**config.mk**
```make
export PLATFORM = sky130hd
export DESIGN_NAME = block_reverse_reorder_flat
export DESIGN_NICKNAME = d
export VERILOG_FILES = /design/src/design/brr_pkg.sv /design/src/design/brr_ifs.sv /design/src/design/brr_front.sv /design/src/design/brr_cmd_fifo.sv /design/src/design/brr_back.sv /design/src/design/block_reverse_reorder.sv /design/src/flat_wrapper.sv
export VERILOG_INCLUDE_DIRS = /design/src /design/src/design
export SDC_FILE = /design/constraint.sdc
export NUM_CORES = 2
export LEC_CHECK = 0
export ABC_CLOCK_PERIOD_IN_PS = 9350
export BUFFER_PORTS_ARGS = -buffer_cell sky130_fd_sc_hd__buf_2
export CAP_MARGIN = 25
export CORE_UTILIZATION = 68
export CTS_BUF_LIST = sky130_fd_sc_hd__clkbuf_16
export DETAILED_ROUTE_END_ITERATION = 12
export PLACE_DENSITY = 0.85
export REMOVE_ABC_BUFFERS = 1
export SKIP_LAST_GASP = 1
export SYNTH_ARGS = -nofsm -noshare
export SYNTH_HDL_FRONTEND = slang
export SYNTH_HIERARCHICAL = 1
export SYNTH_SLANG_ARGS = --single-unit
```
**constraint.sdc**
```tcl
create_clock -name clk -period 9.35 [get_ports clk]
set_input_delay 2.805 -clock clk [delete_from_list [all_inputs] [get_ports clk]]
set_output_delay 2.805 -clock clk [all_outputs]
set_load 0.02 [all_outputs]
```
**src/design/block_reverse_reorder_assert.svh**
```systemverilog
// Assertion macros used by the reorder block's front end.
`ifndef BLOCK_REVERSE_REORDER_ASSERT_SVH
`define BLOCK_REVERSE_REORDER_ASSERT_SVH
`ifndef SYNTHESIS
// Property checked on every clock edge outside reset.
`define BRR_ASSERT(lbl, prop) \
  lbl: assert property (@(posedge clk) disable iff (rst) (prop)) \
    else $error("block_reverse_reorder assertion failed");
// Consequent checked on the clock after the antecedent.
`define BRR_ASSERT_NEXT(lbl, ante, cons) \
  lbl: assert property (@(posedge clk) disable iff (rst) (ante) |=> (cons)) \
    else $error("block_reverse_reorder assertion failed");
`else
`define BRR_ASSERT(lbl, prop)
`define BRR_ASSERT_NEXT(lbl, ante, cons)
`endif
`endif

```
**src/design/brr_pkg.sv**
```systemverilog
// Shared constants and types of the group reverse reorder block.
`timescale 1ns / 1ps
package brr_pkg;

  localparam int VALUE_W       = 32;
  localparam int GS_W          = 5;
  localparam logic [GS_W-1:0] GROUP_SIZE_RST = 5'd2;
  localparam int MAX_GROUP_DEF = 16;
  localparam int CMD_DEPTH     = 2;

  // back end hands a buffer bank back to the front end
  typedef struct packed {
    logic valid;
    logic bank;
  } bank_free_t;

endpackage

```
**src/design/brr_ifs.sv**
```systemverilog
// Stream interfaces for the input and result channels.
`timescale 1ns / 1ps
interface brr_in_if;
  logic                              valid;
  logic                              ready;
  logic signed [brr_pkg::VALUE_W-1:0] value;
  logic                              seq_end;

  modport source (output valid, output value, output seq_end, input ready);
  modport sink (input valid, input value, input seq_end, output ready);
endinterface

interface brr_out_if;
  logic                              valid;
  logic                              ready;
  logic signed [brr_pkg::VALUE_W-1:0] out_value;
  logic                              run_last;
  logic                              out_seq_end;

  modport source (output valid, output out_value, output run_last, output out_seq_end,
                  input ready);
  modport sink (input valid, input out_value, input run_last, input out_seq_end,
                output ready);
endinterface

```
**src/design/brr_front.sv**
```systemverilog
// Front end: config register, buffer writes, group closing and bank tracking.
`timescale 1ns / 1ps
`include "block_reverse_reorder_assert.svh"
module brr_front #(
  parameter int MAX_GROUP = brr_pkg::MAX_GROUP_DEF,
  localparam int AW = $clog2(MAX_GROUP),
  localparam int CW = $clog2(MAX_GROUP + 1)
) (
  input  logic                        clk,
  input  logic                        rst,
  input  logic                        cfg_we,
  input  logic [brr_pkg::GS_W-1:0]    cfg_wdata,
  brr_in_if.sink                      items,
  output logic                        wr_en,
  output logic [AW:0]                 wr_addr,
  output logic [brr_pkg::VALUE_W-1:0] wr_data,
  output logic                        push,
  output logic [CW+2:0]               push_data,
  input  logic                        push_ready,
  input  brr_pkg::bank_free_t         bank_free
);

  localparam int KW = (CW > brr_pkg::GS_W) ? CW : brr_pkg::GS_W;

  typedef struct packed {
    logic          bank;
    logic [CW-1:0] count;
    logic          rev;
    logic          seq_end;
  } cmd_t;

  logic [brr_pkg::GS_W-1:0] group_size;
  logic [CW-1:0]            fill;
  logic                     wbank;
  logic [1:0]               busy;
  logic [1:0]               busy_next;

  logic          acc;
  logic [CW-1:0] n;
  logic [KW-1:0] k;
  logic [KW-1:0] gs_w;
  logic          full;
  logic          close;
  cmd_t          cmd;

  assign items.ready = !busy[wbank];
  assign acc         = items.valid && items.ready;
  assign n           = CW'(fill + 1'b1);

  always_comb begin
    gs_w = KW'(group_size);
    if (gs_w > KW'(MAX_GROUP)) begin
      k = KW'(MAX_GROUP);
    end else if (gs_w == '0) begin
      k = KW'(1);
    end else begin
      k = gs_w;
    end
  end

  assign full  = KW'(n) >= k;
  assign close = acc && (full || items.seq_end);

  assign wr_en   = acc;
  assign wr_addr = {wbank, fill[AW-1:0]};
  assign wr_data = items.value;

  always_comb begin
    cmd.bank    = wbank;
    cmd.count   = n;
    cmd.rev     = full;
    cmd.seq_end = items.seq_end;
  end

  assign push      = close;
  assign push_data = cmd;

  always_comb begin
    busy_next = busy;
    if (bank_free.valid) begin
      busy_next[bank_free.bank] = 1'b0;
    end
    if (close) begin
      busy_next[wbank] = 1'b1;
    end
  end

  always_ff @(posedge clk) begin
    if (rst) begin
      group_size <= brr_pkg::GROUP_SIZE_RST;
      fill       <= '0;
      wbank      <= 1'b0;
      busy       <= '0;
    end else begin
      if (cfg_we) begin
        group_size <= cfg_wdata;
      end
      busy <= busy_next;
      if (close) begin
        fill  <= '0;
        wbank <= ~wbank;
      end else if (acc) begin
        fill <= n;
      end
    end
  end

  // two banks bound the commands in flight to the queue depth
  `BRR_ASSERT(a_push_has_room, !push || push_ready)
  `BRR_ASSERT(a_free_only_busy, !bank_free.valid || busy[bank_free.bank])
  `BRR_ASSERT_NEXT(a_close_flips_bank, push, wbank != $past(wbank))

endmodule

```
**src/design/brr_cmd_fifo.sv**
```systemverilog
// Short command queue between the front end and the back end.
`timescale 1ns / 1ps
module brr_cmd_fifo #(
  parameter int W = 8
) (
  input  logic         clk,
  input  logic         rst,
  input  logic         push,
  input  logic [W-1:0] push_data,
  output logic         push_ready,
  input  logic         pop,
  output logic         pop_valid,
  output logic [W-1:0] pop_data
);

  localparam int DEPTH = brr_pkg::CMD_DEPTH;
  localparam int PW    = $clog2(DEPTH);
  localparam int NW    = $clog2(DEPTH + 1);

  logic [W-1:0]  slots [DEPTH];
  logic [PW-1:0] wptr;
  logic [PW-1:0] rptr;
  logic [NW-1:0] count;

  logic do_push;
  logic do_pop;

  assign push_ready = count != NW'(DEPTH);
  assign pop_valid  = count != '0;
  assign pop_data   = slots[rptr];
  assign do_push    = push && push_ready;
  assign do_pop     = pop && pop_valid;

  always_ff @(posedge clk) begin
    if (do_push) begin
      slots[wptr] <= push_data;
    end
  end

  always_ff @(posedge clk) begin
    if (rst) begin
      wptr  <= '0;
      rptr  <= '0;
      count <= '0;
    end else begin
      if (do_push) begin
        wptr <= (wptr == PW'(DEPTH - 1)) ? '0 : PW'(wptr + 1'b1);
      end
      if (do_pop) begin
        rptr <= (rptr == PW'(DEPTH - 1)) ? '0 : PW'(rptr + 1'b1);
      end
      unique case ({do_push, do_pop})
        2'b10:   count <= NW'(count + 1'b1);
        2'b01:   count <= NW'(count - 1'b1);
        default: count <= count;
      endcase
    end
  end

endmodule

```
**src/design/brr_back.sv**
```systemverilog
// Back end: ping-pong group buffer, read sequencer and output register.
`timescale 1ns / 1ps
module brr_back #(
  parameter int MAX_GROUP = brr_pkg::MAX_GROUP_DEF,
  localparam int AW = $clog2(MAX_GROUP),
  localparam int CW = $clog2(MAX_GROUP + 1)
) (
  input  logic                        clk,
  input  logic                        rst,
  input  logic                        wr_en,
  input  logic [AW:0]                 wr_addr,
  input  logic [brr_pkg::VALUE_W-1:0] wr_data,
  input  logic                        cmd_valid,
  input  logic [CW+2:0]               cmd_data,
  output logic                        cmd_pop,
  output brr_pkg::bank_free_t         bank_free,
  brr_out_if.source                   results
);

  typedef struct packed {
    logic          bank;
    logic [CW-1:0] count;
    logic          rev;
    logic          seq_end;
  } cmd_t;

  logic [brr_pkg::VALUE_W-1:0] mem [2**(AW+1)];

  cmd_t          cmd_in;
  cmd_t          cur;
  logic          running;
  logic [CW-1:0] idx;
  logic [CW-1:0] pos;
  logic          is_last;
  logic          issue;
  logic          load;

  logic                        rd_valid;
  logic [brr_pkg::VALUE_W-1:0] rd_data;
  logic                        rd_last;
  logic                        rd_end;

  logic                        out_valid;
  logic [brr_pkg::VALUE_W-1:0] out_data;
  logic                        out_last;
  logic                        out_end;

  assign cmd_in  = cmd_data;
  assign load    = !out_valid || results.ready;
  assign issue   = running && (!rd_valid || load);
  assign is_last = CW'(idx + 1'b1) == cur.count;
  assign pos     = cur.rev ? CW'(cur.count - 1'b1 - idx) : idx;
  assign cmd_pop = cmd_valid && (!running || (issue && is_last));

  // bank is free once its last entry has been read out
  assign bank_free.valid = issue && is_last;
  assign bank_free.bank  = cur.bank;

  always_ff @(posedge clk) begin
    if (wr_en) begin
      mem[wr_addr] <= wr_data;
    end
    if (issue) begin
      rd_data <= mem[{cur.bank, pos[AW-1:0]}];
      rd_last <= is_last;
      rd_end  <= is_last && cur.seq_end;
    end
    if (load && rd_valid) begin
      out_data <= rd_data;
      out_last <= rd_last;
      out_end  <= rd_end;
    end
    if (cmd_pop) begin
      cur <= cmd_in;
    end
  end

  always_ff @(posedge clk) begin
    if (rst) begin
      running   <= 1'b0;
      idx       <= '0;
      rd_valid  <= 1'b0;
      out_valid <= 1'b0;
    end else begin
      if (cmd_pop) begin
        running <= 1'b1;
        idx     <= '0;
      end else if (issue && is_last) begin
        running <= 1'b0;
      end else if (issue) begin
        idx <= CW'(idx + 1'b1);
      end
      if (issue) begin
        rd_valid <= 1'b1;
      end else if (load) begin
        rd_valid <= 1'b0;
      end
      if (load) begin
        out_valid <= rd_valid;
      end
    end
  end

  assign results.valid       = out_valid;
  assign results.out_value   = out_data;
  assign results.run_last    = out_last;
  assign results.out_seq_end = out_end;

endmodule

```
**src/design/block_reverse_reorder.sv**
```systemverilog
// Top level of the group reverse reorder block.
//
//   channel    dir  beat                                   handshake
//   items      in   value, seq_end                         valid/ready
//   results    out  out_value, run_last, out_seq_end       valid/ready
//   cfg        in   cfg_wdata (group_size)                 cfg_we, no wait
//
// A bank is held from its first write until its last read. The front end can fill one
// bank while the back end reads out the other. items.ready drops only while both banks
// are held. With the back end idle, a closed group's first result goes from its closing
// beat through the command queue, the back end's command register, the buffer read and
// the output register. Reset is synchronous and clears control only; buffer contents are
// not cleared. A stall on results backs up through the read pipeline and, once both
// banks are held, into items.
`timescale 1ns / 1ps
module block_reverse_reorder #(
  parameter int MAX_GROUP = brr_pkg::MAX_GROUP_DEF
) (
  input  logic                     clk,
  input  logic                     rst,
  input  logic                     cfg_we,
  input  logic [brr_pkg::GS_W-1:0] cfg_wdata,
  brr_in_if.sink                   items,
  brr_out_if.source                results
);

  localparam int AW    = $clog2(MAX_GROUP);
  localparam int CW    = $clog2(MAX_GROUP + 1);
  localparam int CMD_W = CW + 3;

  logic                        wr_en;
  logic [AW:0]                 wr_addr;
  logic [brr_pkg::VALUE_W-1:0] wr_data;
  logic                        push;
  logic [CMD_W-1:0]            push_data;
  logic                        push_ready;
  logic                        pop;
  logic                        pop_valid;
  logic [CMD_W-1:0]            pop_data;
  brr_pkg::bank_free_t         bank_free;

  brr_front #(
    .MAX_GROUP (MAX_GROUP)
  ) u_front (
    .clk        (clk),
    .rst        (rst),
    .cfg_we     (cfg_we),
    .cfg_wdata  (cfg_wdata),
    .items      (items),
    .wr_en      (wr_en),
    .wr_addr    (wr_addr),
    .wr_data    (wr_data),
    .push       (push),
    .push_data  (push_data),
    .push_ready (push_ready),
    .bank_free  (bank_free)
  );

  brr_cmd_fifo #(
    .W (CMD_W)
  ) u_cmd_fifo (
    .clk        (clk),
    .rst        (rst),
    .push       (push),
    .push_data  (push_data),
    .push_ready (push_ready),
    .pop        (pop),
    .pop_valid  (pop_valid),
    .pop_data   (pop_data)
  );

  brr_back #(
    .MAX_GROUP (MAX_GROUP)
  ) u_back (
    .clk       (clk),
    .rst       (rst),
    .wr_en     (wr_en),
    .wr_addr   (wr_addr),
    .wr_data   (wr_data),
    .cmd_valid (pop_valid),
    .cmd_data  (pop_data),
    .cmd_pop   (pop),
    .bank_free (bank_free),
    .results   (results)
  );

endmodule
```
**src/flat_wrapper.sv**
```systemverilog
// flat-port wrapper written by rule: the top's interface ports become plain ports
module block_reverse_reorder_flat 
#(
  parameter int MAX_GROUP = brr_pkg::MAX_GROUP_DEF
)
  (clk, rst, cfg_we, cfg_wdata, items_valid, items_value, items_seq_end, items_ready, results_valid, results_out_value, results_run_last, results_out_seq_end, results_ready);
  brr_in_if items_i ();
  brr_out_if results_i ();
  input  logic clk;
  input  logic rst;
  input  logic cfg_we;
  input  logic [brr_pkg::GS_W-1:0] cfg_wdata;
  input wire logic [$bits(items_i.valid)-1:0] items_valid;
  input wire logic [$bits(items_i.value)-1:0] items_value;
  input wire logic [$bits(items_i.seq_end)-1:0] items_seq_end;
  output wire logic [$bits(items_i.ready)-1:0] items_ready;
  output wire logic [$bits(results_i.valid)-1:0] results_valid;
  output wire logic [$bits(results_i.out_value)-1:0] results_out_value;
  output wire logic [$bits(results_i.run_last)-1:0] results_run_last;
  output wire logic [$bits(results_i.out_seq_end)-1:0] results_out_seq_end;
  input wire logic [$bits(results_i.ready)-1:0] results_ready;
  assign items_i.valid = items_valid;
  assign items_i.value = items_value;
  assign items_i.seq_end = items_seq_end;
  assign items_ready = items_i.ready;
  assign results_valid = results_i.valid;
  assign results_out_value = results_i.out_value;
  assign results_run_last = results_i.run_last;
  assign results_out_seq_end = results_i.out_seq_end;
  assign results_i.ready = results_ready;
  block_reverse_reorder #(.MAX_GROUP(MAX_GROUP)) u_core (.clk(clk), .rst(rst), .cfg_we(cfg_we), .cfg_wdata(cfg_wdata), .items(items_i), .results(results_i));
endmodule
```
==> results.py <==
metrics = {
    "status": {
        "status": "complete, no violations",
    },
    "synthesis": {
        "synthXorXnorAreaFrac_pct": 0.294,
        "async_flop_share_pct": 0,
        "avgSynthCellArea_sq_um": 15.8,
        "synth_compound_area_share_pct": 13.0,
        "synthSimpleGateAreaFrac_pct": 4.05,
        "postSynthCellCount": 3016,
        "yosysWarnings": 6,
        "ys_seq_elements": 1142,
        "synthesis.area_sq_mm": 0.0476,
        "synth_adder_area_share_pct": 0.331,
        "ys_types": 64,
        "synthMuxAreaShare_pct": 7.38,
        "synth_top_family_by_area": "compound AO/OA/AOI/OAI gates",
        "synth-seq-area-share_pct": 71.5,
        "synth_ff_type": "edfxtp_1",
        "synth-edff-count": 1116,
    },
    "power": {
        "p_per_area_mw_per_mm2": 323,
        "total_leakage_power_nw": 16.3,
        "ir_worst_vdd_mv": 0.724,
    },
    "floorplan": {
        "initial_core_util_pct": 69.1,
        "die_x_microns": 267,
        "pin_count": 79,
        "die_area_sq_mm": 0.0711,
        "core_area_sq_mm": 0.0689,
        "rows": 96,
        "die_height_microns": 267,
    },
    "cells_and_area": {
        "nFillCells": 3541,
        "area_growth_pct": 10.8,
        "drive_above_1_share_pct": 17.3,
        "nets": 3053,
    },
    "timing": {
        "slew_headroom_pct": 21.3,
        "rsz0062_at_grt": "false",
        "finalSetupViolCount": 0,
        "hold_viol": 0,
        "min_period_ns": 5.43,
        "drv_slew": 0,
        "tightest_slew_ns": 1.15,
        "clock_skew_ns": 0.0278,
        "tns_ns": 0,
        "period_share_pct": 58.0,
        "whs_ns": 0.426,
        "fmax_mhz": 184,
    },
    "worst_setup_path": {
        "path_max_fanout": 136,
        "cp-start-kind": "register",
        "worst_path_dominant_cell_family": "buffers and inverters",
        "crit_arrival_ns": 5.81,
        "endpoint_kind": "register",
        "criticalPathCategory": "register to register",
        "crit_path_frequent_cell": "buf_12",
        "slowest_stage": "fa_4",
        "required_ns": 9.73,
        "rr_endpoint": "u_core/u_back/rd_data[20]$_DFFE_PN_",
        "r2r_slack_ns": 3.92,
        "critPathBufInv": 4,
        "crit_chain": "inv_2, ha_4, inv_1, fa_4, buf_12, and2_1, a21oi_4, buf_12, mux4_2, o211a_1, nor4_1, a31oi_1",
        "cpPeakStageDelay_ns": 0.82,
        "worstRegToRegCells": 12,
        "r2r-start": "u_core/u_back/idx[0]$_SDFFE_PP0P_",
    },
    "min_path": {
        "min_from": "u_core/u_back/rd_data[20]$_DFFE_PN_",
        "hold_path_class": "register to register",
        "whs_endpoint": "u_core/u_back/results.out_value[20]$_DFFE_PP_",
        "whs_path_depth": 0,
    },
    "drt": {
        "drc_errors": 0,
        "first_pass_iters": 8,
        "num_vias": 31400,
        "avgViaCountPerCell": 7.81,
        "drt-total-wl_microns": 138000,
        "wl_per_cell_microns": 34.4,
        "drt_iter0_markers": 5911,
        "ant_nets": 0,
    },
    "place": {
        "port-buffer-count": 78,
        "gp_congestion": 0.871,
        "dpl.hpwl_microns": 72800,
    },
    "grt": {
        "grt.busiest_layer": "met2",
        "use_met1_pct": 49.7,
        "grt_use_total_pct": 38.6,
        "antenna_found_initial": 11,
        "grtUsageMet2_pct": 61.5,
        "grt_first_pass_wirelength_microns": 198000,
        "use_met3_pct": 9.96,
        "grt_max_degree": 196,
        "grt_pass1_vias": 30200,
        "grt_overflow_total": 0,
    },
    "clock_network": {
        "root_buffer": "clkbuf_16",
        "cts_tree": "done",
        "clk_pin_slew_worst_paths_ns": 0.07,
        "insertion_delay_ns": 0.69,
        "numCtsBuffers": 106,
        "ctsLongestPathBuffers": 3,
        "cts.hold.buffers_added": 0,
        "cts-resized-gates": 0,
        "clock-sinks": 1142,
        "htree_levels": 3,
        "post-cts-setup-buffers": 0,
    },
    "run": {
        "maxCapViolations": 0,
    },
}
==> layout by cell type (no fill, tap or decap), types with 7 or more instances in the layout <==
master / instances
a2111oi_0: 25
a2111oi_1: 7
a211oi_1: 112
a21oi_1: 93
a311oi_1: 83
a31oi_1: 13
and3_1: 7
buf_12: 26
buf_16: 9
buf_2: 80
buf_4: 41
bufinv_16: 16
clkbuf_16: 107
clkinv_1: 29
clkinv_2: 17
dfxtp_1: 24
edfxtp_1: 1116
ha_1: 10
inv_1: 90
mux2_2: 60
mux2i_1: 31
mux4_2: 110
nand2_1: 39
nand3_1: 18
nand3b_1: 8
nor2_1: 152
nor2_4: 33
nor3_1: 61
nor4_1: 62
o211ai_1: 250
o21ai_0: 71
o22ai_1: 102
o311ai_0: 23
o31ai_1: 54
xor2_1: 10
==> cells in the mapped netlist (11+ instances only) <==
master | n | area [sq um]
a311oi_1 | 83 | 727
buf_1 | 20 | 75.1
o31ai_1 | 54 | 405
mux2_2 | 60 | 676
buf_4 | 46 | 345
a21oi_1 | 93 | 465
a31oi_1 | 13 | 81.3
edfxtp_1 | 1116 | 33500
nor2_1 | 185 | 694
clkbuf_1 | 151 | 567
ha_1 | 11 | 138
o211ai_1 | 250 | 1880
a2111oi_0 | 32 | 280
nor4_1 | 62 | 388
a211oi_1 | 112 | 841
o21ai_0 | 71 | 355
nand3_1 | 18 | 90.1
inv_1 | 69 | 259
buf_2 | 68 | 340
mux4_2 | 110 | 2480
dfxtp_1 | 26 | 521
nor3_1 | 61 | 305
o311ai_0 | 23 | 201
mux2i_1 | 31 | 310
o22ai_1 | 102 | 638
nand2_1 | 39 | 146
==> state kept, by name, summed over array words and instances, names as in the netlist, 2 cells and up, named ones only <==
| signal | flops |
|---|---|
| u_core/u_back/idx | 5 |
| u_core/u_front/busy | 2 |
| u_core/u_front/group_size | 5 |
| u_core/u_cmd_fifo/slots | 16 |
| u_core/u_cmd_fifo/count | 2 |
| u_core/u_back/cur | 7 |
| u_core/u_back/mem | 1024 |
| u_core/u_front/fill | 5 |
| u_core/u_back/rd_data | 32 |
| u_core/u_back/results.out_value | 32 |
==> kinds of logic (layout without fill, tap and decap cells) <==
logic type / count (synthesis) / after routing
AO/OA/AOI/OAI: 869 / 869
buffers and inverters: 363 / 434
AND/OR/NAND/NOR: 410 / 410
adder cells (fa/ha/maj): 12 / 12
flip-flops: 1142 / 1142
XOR/XNOR: 16 / 16
multiplexers: 204 / 204
other: 0 / 3
==> worst max-delay path by stage <==
stage | end | cells after the start | startpoint
after floorplan | u_core/u_back/rd_data[13]$_DFFE_PN_ | 7 | u_core/u_back/idx[0]$_SDFFE_PP0P_
after global placement | u_core/u_cmd_fifo/count[1]$_SDFFE_PP0P_ | 11 | results_ready
after detailed placement | u_core/u_cmd_fifo/count[1]$_SDFFE_PP0P_ | 11 | results_ready
after CTS | u_core/u_cmd_fifo/count[1]$_SDFFE_PP0P_ | 11 | results_ready
after global routing | u_core/u_back/rd_data[21]$_DFFE_PN_ | 9 | u_core/u_back/idx[0]$_SDFFE_PP0P_
final | u_core/u_back/rd_data[20]$_DFFE_PN_ | 12 | u_core/u_back/idx[0]$_SDFFE_PP0P_
==> metrics by stage <==
step	utilization [%]	cells	instance area (sq um)	worst slack [ns]	power, mW
finish	76.5	4021	52800	3.92	17.0
global route	76.5	4018	52700	3.79	17.4
CTS	76.1	3999	52400	3.76	16.7
detailed placement	71.0	3802	49000	3.08	12.2
global placement	70.4	3781	48500	3.09	12.0
floorplan	-	2726	46200	-6.30	10.2
==> final cells by class <==
class	instances	area, sq um	share of cell area [%]
multi-input combinational	1511	12200	23.2
tap	931	1160	2.21
antenna	3	7.51	0.0142
sequential	1142	34000	64.5
timing repair buffer	164	1540	2.92
inverter	73	278	0.527
clock buffer	107	2680	5.08
clock inverter	90	811	1.54
==> layer usage <==
| metal | routed length (microns) | vias to the layer above |
|---|---|---|
| li1 | - | 12400 |
| met1 | 44300 | 15300 |
| met2 | 65800 | 3056 |
| met3 | 19700 | 616 |
| met4 | 8440 | 10 |
| met5 | 63 | - |
==> report_power, final <==
part           internal (mW)  leakage [nW]  switching [mW]  total, mW
Clock                   2.51          1.80            1.86       4.37
Sequential              5.96          10.3           0.166       6.12
Combinational           2.11          4.24            4.42       6.53
Total                   10.6          16.3            6.45       17.0
No activity file was read; power rests on OpenSTA's default activity.
